[config.mk]
export PLATFORM = sky130hd
export DESIGN_NAME = aupic_div
export DESIGN_NICKNAME = d
export VERILOG_FILES = /design/src/rtl/aupic_pkg.sv /design/src/rtl/aupic_div.sv
export SDC_FILE = /design/constraint.sdc
export NUM_CORES = 1
export LEC_CHECK = 0
export BUFFER_PORTS_ARGS = -buffer_cell sky130_fd_sc_hd__buf_2
export CORE_UTILIZATION = 50
export CTS_BUF_LIST = sky130_fd_sc_hd__clkbuf_16
export DETAILED_ROUTE_END_ITERATION = 16
export PLACE_DENSITY = 0.74
export SLEW_MARGIN = 20
export SYNTH_ARGS = -nofsm -noshare
export SYNTH_HDL_FRONTEND = slang
export SYNTH_SLANG_ARGS = --single-unit
[constraint.sdc]
create_clock -name i_clk -period 3.3 [get_ports i_clk]
set_input_delay 0.495 -clock i_clk [delete_from_list [all_inputs] [get_ports i_clk]]
set_output_delay 0.495 -clock i_clk [all_outputs]
set_load 0.01 [all_outputs]
[src/rtl/aupic_pkg.sv]
package aupic_pkg;

    localparam int MAX_DIM     = 64;
    localparam int STORE_DEPTH = 4096;
    localparam int DIM_W       = 7;
    localparam int ADDR_W      = $clog2(STORE_DEPTH);
    localparam int CNT_W       = $clog2(STORE_DEPTH + 1);
    localparam int DADDR_W     = 12;

    // Restoring divider: 16-bit dividend, 8-bit divisor, one bit per cycle.
    localparam int DIV_NUM_W  = 16;
    localparam int DIV_DEN_W  = 8;
    localparam int DIV_STEPS  = DIV_NUM_W;
    localparam int DIV_CNT_W  = $clog2(DIV_STEPS + 1);

    localparam logic [1:0] REG_IMAGE_WIDTH   = 2'd0;
    localparam logic [1:0] REG_IMAGE_HEIGHT  = 2'd1;
    localparam logic [1:0] REG_LINE_STRIDE   = 2'd2;
    localparam logic [1:0] REG_PARTLY_TRANSP = 2'd3;

    localparam logic       REQ_LOAD = 1'b0;
    localparam logic       REQ_READ = 1'b1;

    typedef enum logic [1:0] {
        S_IDLE,
        S_FETCH,
        S_DIV,
        S_EMIT
    } t_state;

    function automatic logic [DIM_W-1:0] clamp_dim(input logic [DIM_W-1:0] v);
        logic [DIM_W-1:0] r;
        if (v == '0) begin
            r = DIM_W'(1);
        end else if (v > DIM_W'(MAX_DIM)) begin
            r = DIM_W'(MAX_DIM);
        end else begin
            r = v;
        end
        return r;
    endfunction

endpackage

[src/rtl/aupic_div.sv]
module aupic_div (
    input  logic                           i_clk,
    input  logic                           i_rst_n,
    input  logic                           i_start,
    input  logic [aupic_pkg::DIV_NUM_W-1:0] i_num,
    input  logic [aupic_pkg::DIV_DEN_W-1:0] i_den,
    output logic                           o_busy,
    output logic [aupic_pkg::DIV_NUM_W-1:0] o_quo,
    output logic [aupic_pkg::DIV_DEN_W-1:0] o_rem
);
    import aupic_pkg::*;

    logic                  r_busy;
    logic [DIV_CNT_W-1:0]  r_cnt;
    logic [DIV_NUM_W-1:0]  r_quo;
    logic [DIV_DEN_W-1:0]  r_rem;
    logic [DIV_DEN_W-1:0]  r_den;
    logic [DIV_DEN_W:0]    trial;
    logic                  ge;

    // The partial remainder stays below the divisor, so shifting in one
    // dividend bit needs just one extra bit.
    assign trial = {r_rem, r_quo[DIV_NUM_W-1]};
    assign ge    = (trial >= {1'b0, r_den});

    always_ff @(posedge i_clk) begin
        if (!i_rst_n) begin
            r_busy <= 1'b0;
            r_cnt  <= '0;
        end else if (i_start) begin
            r_busy <= 1'b1;
            r_cnt  <= DIV_CNT_W'(DIV_STEPS);
        end else if (r_busy) begin
            r_cnt <= r_cnt - DIV_CNT_W'(1);
            if (r_cnt == DIV_CNT_W'(1)) begin
                r_busy <= 1'b0;
            end
        end
    end

    always_ff @(posedge i_clk) begin
        if (i_start) begin
            r_quo <= i_num;
            r_rem <= '0;
            r_den <= i_den;
        end else if (r_busy) begin
            r_quo <= {r_quo[DIV_NUM_W-2:0], ge};
            r_rem <= ge ? DIV_DEN_W'(trial - {1'b0, r_den}) : trial[DIV_DEN_W-1:0];
        end
    end

    assign o_busy = r_busy;
    assign o_quo  = r_quo;
    assign o_rem  = r_rem;

endmodule

After elaboration in Yosys (flattened, before gate mapping)
Cells that the tools add are included.
{"block": "word_totals", "ff_bits": 38, "input_bits": 27, "wordCells": 21}
{"block": "op_classes", "addsub": 2, "n_lt_le_gt_ge": 1, "eq_ne": 1, "muxes": 8, "n_bitwise": 1, "n_reduce_logical": 2}
{"operator": "$mux 16", "count": 2}
{"operator": "$mux 5", "count": 2}
{"operator": "$ge 9x8->1", "count": 1}
{"operator": "$mux 8", "count": 1}
{"operator": "$sub 8x8->8", "count": 1}
{"operator": "$eq 5x1->1 const B", "count": 1}
{"operator": "$sub 5x1->5 const B", "count": 1}
{"operator": "$mux 1", "count": 3}
{"operator": "$reduce_bool 2->1", "count": 1}
{"operator": "$reduce_or 2->1", "count": 1}
{"operator": "$not 1->1", "count": 1}

Depth between registers and ports, before layout
{"block": "logic_depth", "depth_word": 4, "mapped_depth": 8, "depth_no_buf": 8}

Least setup slack after synthesis
OpenSTA, ideal clock, no wires.
{"block": "synth_path", "kind": "reg-to-reg", "startpoint": "register r_rem[5], in the netlist o_rem[5]", "endpoint": "register r_quo[0], in the netlist o_quo[0] (data pin)", "arrival_time_ps": 1675, "required_ps": 3040, "slack_ps": 1365, "path_stages_with_launch": 7, "path_buffers": 1, "period_less_slack_ps": 1935, "cell_sequence": "dfxtp_1 ha_1 a21o_1 a221oi_2 o21ai_2 buf_6 mux2_2"}
{"block": "synth_via", "elab_chain_cells": 3}
{"item": "from (decl)", "line_no": "aupic_div.sv:16", "source": "logic [DIV_DEN_W-1:0] r_rem;"}
{"item": "from (signal assigned)", "line_no": "aupic_div.sv:48", "source": "r_rem <= ge ? DIV_DEN_W'(trial - {1'b0, r_den}) : trial[DIV_DEN_W-1:0];"}
{"item": "$ge 9x8->1", "line_no": "aupic_div.sv:24", "source": "assign ge = (trial >= {1'b0, r_den});"}
{"item": "$mux 16", "line_no": "aupic_div.sv:46", "source": "end else if (r_busy) begin"}
{"item": "$mux 16", "line_no": "aupic_div.sv:42", "source": "if (i_start) begin"}
{"item": "to (signal assigned)", "line_no": "aupic_div.sv:43", "source": "r_quo <= i_num;"}
{"item": "to (signal assigned)", "line_no": "aupic_div.sv:47", "source": "r_quo <= {r_quo[DIV_NUM_W-2:0], ge};"}
{"item": "to (decl)", "line_no": "aupic_div.sv:15", "source": "logic [DIV_NUM_W-1:0] r_quo;"}
Every way passes these cells. The select of a mux whose other input is x is not followed.
A chain may end at the register's enable or synchronous reset.

Worst setup path after layout
{"block": "layout_path", "startpoint": "register r_den[6]", "endpoint": "register r_rem[0], in the netlist o_rem[0]"}
{"block": "layout_via", "elab_chain_cells": 2}
{"item": "from (decl)", "line_no": "aupic_div.sv:17", "source": "logic [DIV_DEN_W-1:0] r_den;"}
{"item": "from (signal assigned)", "line_no": "aupic_div.sv:45", "source": "r_den <= i_den;"}
{"item": "$ge 9x8->1", "line_no": "aupic_div.sv:24"}
{"item": "$mux 8", "line_no": "aupic_div.sv:48"}
Every way passes these cells.

==> reports/results.ini <==
[timing]
tightest_slew_ns = 0.5905
setup_slack_ns = 1.086
finalSetupTns_ns = 0
finalCriticalPeriod_ns = 2.214
hold_viol = 0
setup_viol = 0
fmax_mhz = 451.6
finalCritPeriodShare = 0.6710
rsz0062_at_grt = false
skew_ns = 0.005617
relSlewSlack = 0.6059
finalMaxSlewViolations = 0

[worst_setup_path]
crit_required_ns = 3.50
start_kind = flop
max_stage_delay_ns = 0.48
ff2ff_path_depth = 7
crit_chain = inv_1, ha_1, and3_1, nand3_1, o21ai_2, mux2_4, a211oi_2
critPathLaunch = r_den[6]
crit_path_top_delay_cell = o21ai_2
reg2reg_from = r_den[6]
setup.worst_path.class = reg2reg
worstPathMaxFanout = 11
worst-endpoint-arrival_ns = 2.41
endpoint_kind = flop

[grt]
grt-ovfl-total = 0
grt_usage = 0.2049
grt_pass1_wl_mm = 6.334
grt_start_max_net_pins = 32
antenna_found_initial = 0
grt_pass1_vias = 1399

[clock_tree]
clk_latency_ns = 0.28
cts_buffers = 5
clock-root-buffer = clkbuf_16
cts_tree = done
cts_resized = 0
cts_max_path_buffers = 2
ctsHtreeMaxLevel = 2
clkTransAtPathRegs_ns = 0.06
holdBufCountCts = 0
cts.sinks = 38
post_cts_buffers = 0

[place]
place_congestion = 0.8047
port_buffers = 51
hpwl_mm = 2.859
dpl_cell_area_um2 = 2243
dp_slack_ns = 1.141

[synthesis]
synth.largest_area_cell = edfxtp_1
synth-edff-count = 24
ys_top_cells_by_count = edfxtp_1, mux2_2, nor2_1
synth-main-ff-cell = edfxtp_1
yosysMostFrequentCell = edfxtp_1
syn-num-nets = 201
synthArstFlopShare = 0
yosysUniqueCellTypes = 40
synth_area_leaders = edfxtp_1, dfxtp_1, mux2_2
synth.top_cell.area_share = 0.3709
avgSynthCellArea_um2 = 11.92
syn_area_um2 = 1943
synth_warnings = 0
ys_ff_latch = 38
seq_area_frac_synth = 0.5151
netlist_instances = 163

[drt]
routedWlPerCell_um = 14.55
routed_via_density = 5.232
drc = 0
ant_nets = 0
drt_pass1_iterations = 4
wl_mm = 3.886
drtIter0Drc = 60
vias = 1397

[job]
drv_cap = 0

[floorplanning]
io_pins = 52
start_util = 0.5268
die_y_um = 64.34
die_area_um2 = 4140
placementRows = 22
core_um2 = 3689
die_w_um = 64.34

[pwr]
total_power_w = 0.001351
peakVddDrop_mv = 0.4452
power.leakage_nw = 1.064
pwr_density_cell_nw_per_um2 = 556.6

[layout]
design_area_um2 = 2427
num_antenna_cells = 0
drive_gt1_frac = 0.3790
nNetsFinal = 256
syn_to_final_growth_pct = 24.92

[min_path]
hold_path_class = in2reg
hold_depth = 1
hp-start = i_den[5]

[outcome]
status = completed

sequential cells by signal, summed over array words and instances, names as in the netlist:
register	count
o_busy	1
o_quo	16
o_rem	8
r_cnt	5
r_den	8
final cells by class:
| class | instances | area [um^2] |
|---|---|---|
| clock inverter | 2 | 33.78 |
| tap | 48 | 60.06 |
| sequential | 38 | 1001 |
| inverter | 12 | 45.04 |
| multi-input combinational | 109 | 874.6 |
| fill | 298 | 1261 |
| clock buffer | 6 | 150.1 |
| timing repair buffer | 52 | 262.8 |
routing by layer:
layer  track usage  part of all wire
met3       0.05893             0.044
met2        0.3474              0.52
met4       0.07222            0.0044
met1        0.2460              0.43
met5             0                 0
metrics by stage:
stage               utilization  hold slack (ns)  cells
floorplan                     -           0.4685    163
global placement         0.6082           0.4828    259
detailed placement       0.6082           0.4938    259
CTS                      0.6581           0.3823    267
global route             0.6581           0.3844    267
finish                   0.6581           0.3908    267
critical path: cells and delay by family (launching register included):
kind	cells	cell delay (ns)
AOI/OAI and AO/OA	2	0.69
muxes	1	0.36
adders and majority gates	1	0.38
buffers and inverters	1	0.04
and+or+nand+nor	2	0.34
DFF	1	0.33
cells in the final DEF (no fill, tap or decap), drive strengths merged, types with 5 or more instances in the layout:
cell type	count
dfxtp	14
buf	52
edfxtp	24
nand2	10
mux2	17
xor2	6
o21ai	5
a211oi	5
clkbuf	6
ha	10
nand2b	5
nor2	15
inv	12
power by group:
group          internal (W)  total, W  switching, W
Sequential         0.000551  0.000575     0.0000244
Clock              0.000399  0.000574      0.000175
Combinational     0.0000953  0.000202      0.000106
worst paths after layout:
kind / end / slack, ns
setup / recovery: o_rem[0] / 1.09
hold / removal: r_den[5] / 0.39
hold reg to reg: r_cnt[1] / 0.50
setup reg to reg: o_rem[0] / 1.09
cell families after synthesis:
logic type,count (synthesis),share of synthesized area
buffers and inverters,16,0.03477
XOR/XNOR,9,0.04057
flip-flops,38,0.5151
adder cells (fa/ha/maj),11,0.07469
AND/OR/NAND/NOR,43,0.1146
multiplexers,21,0.1211
AO/OA/AOI/OAI,25,0.09917
(Power assumes the default switching activity.)
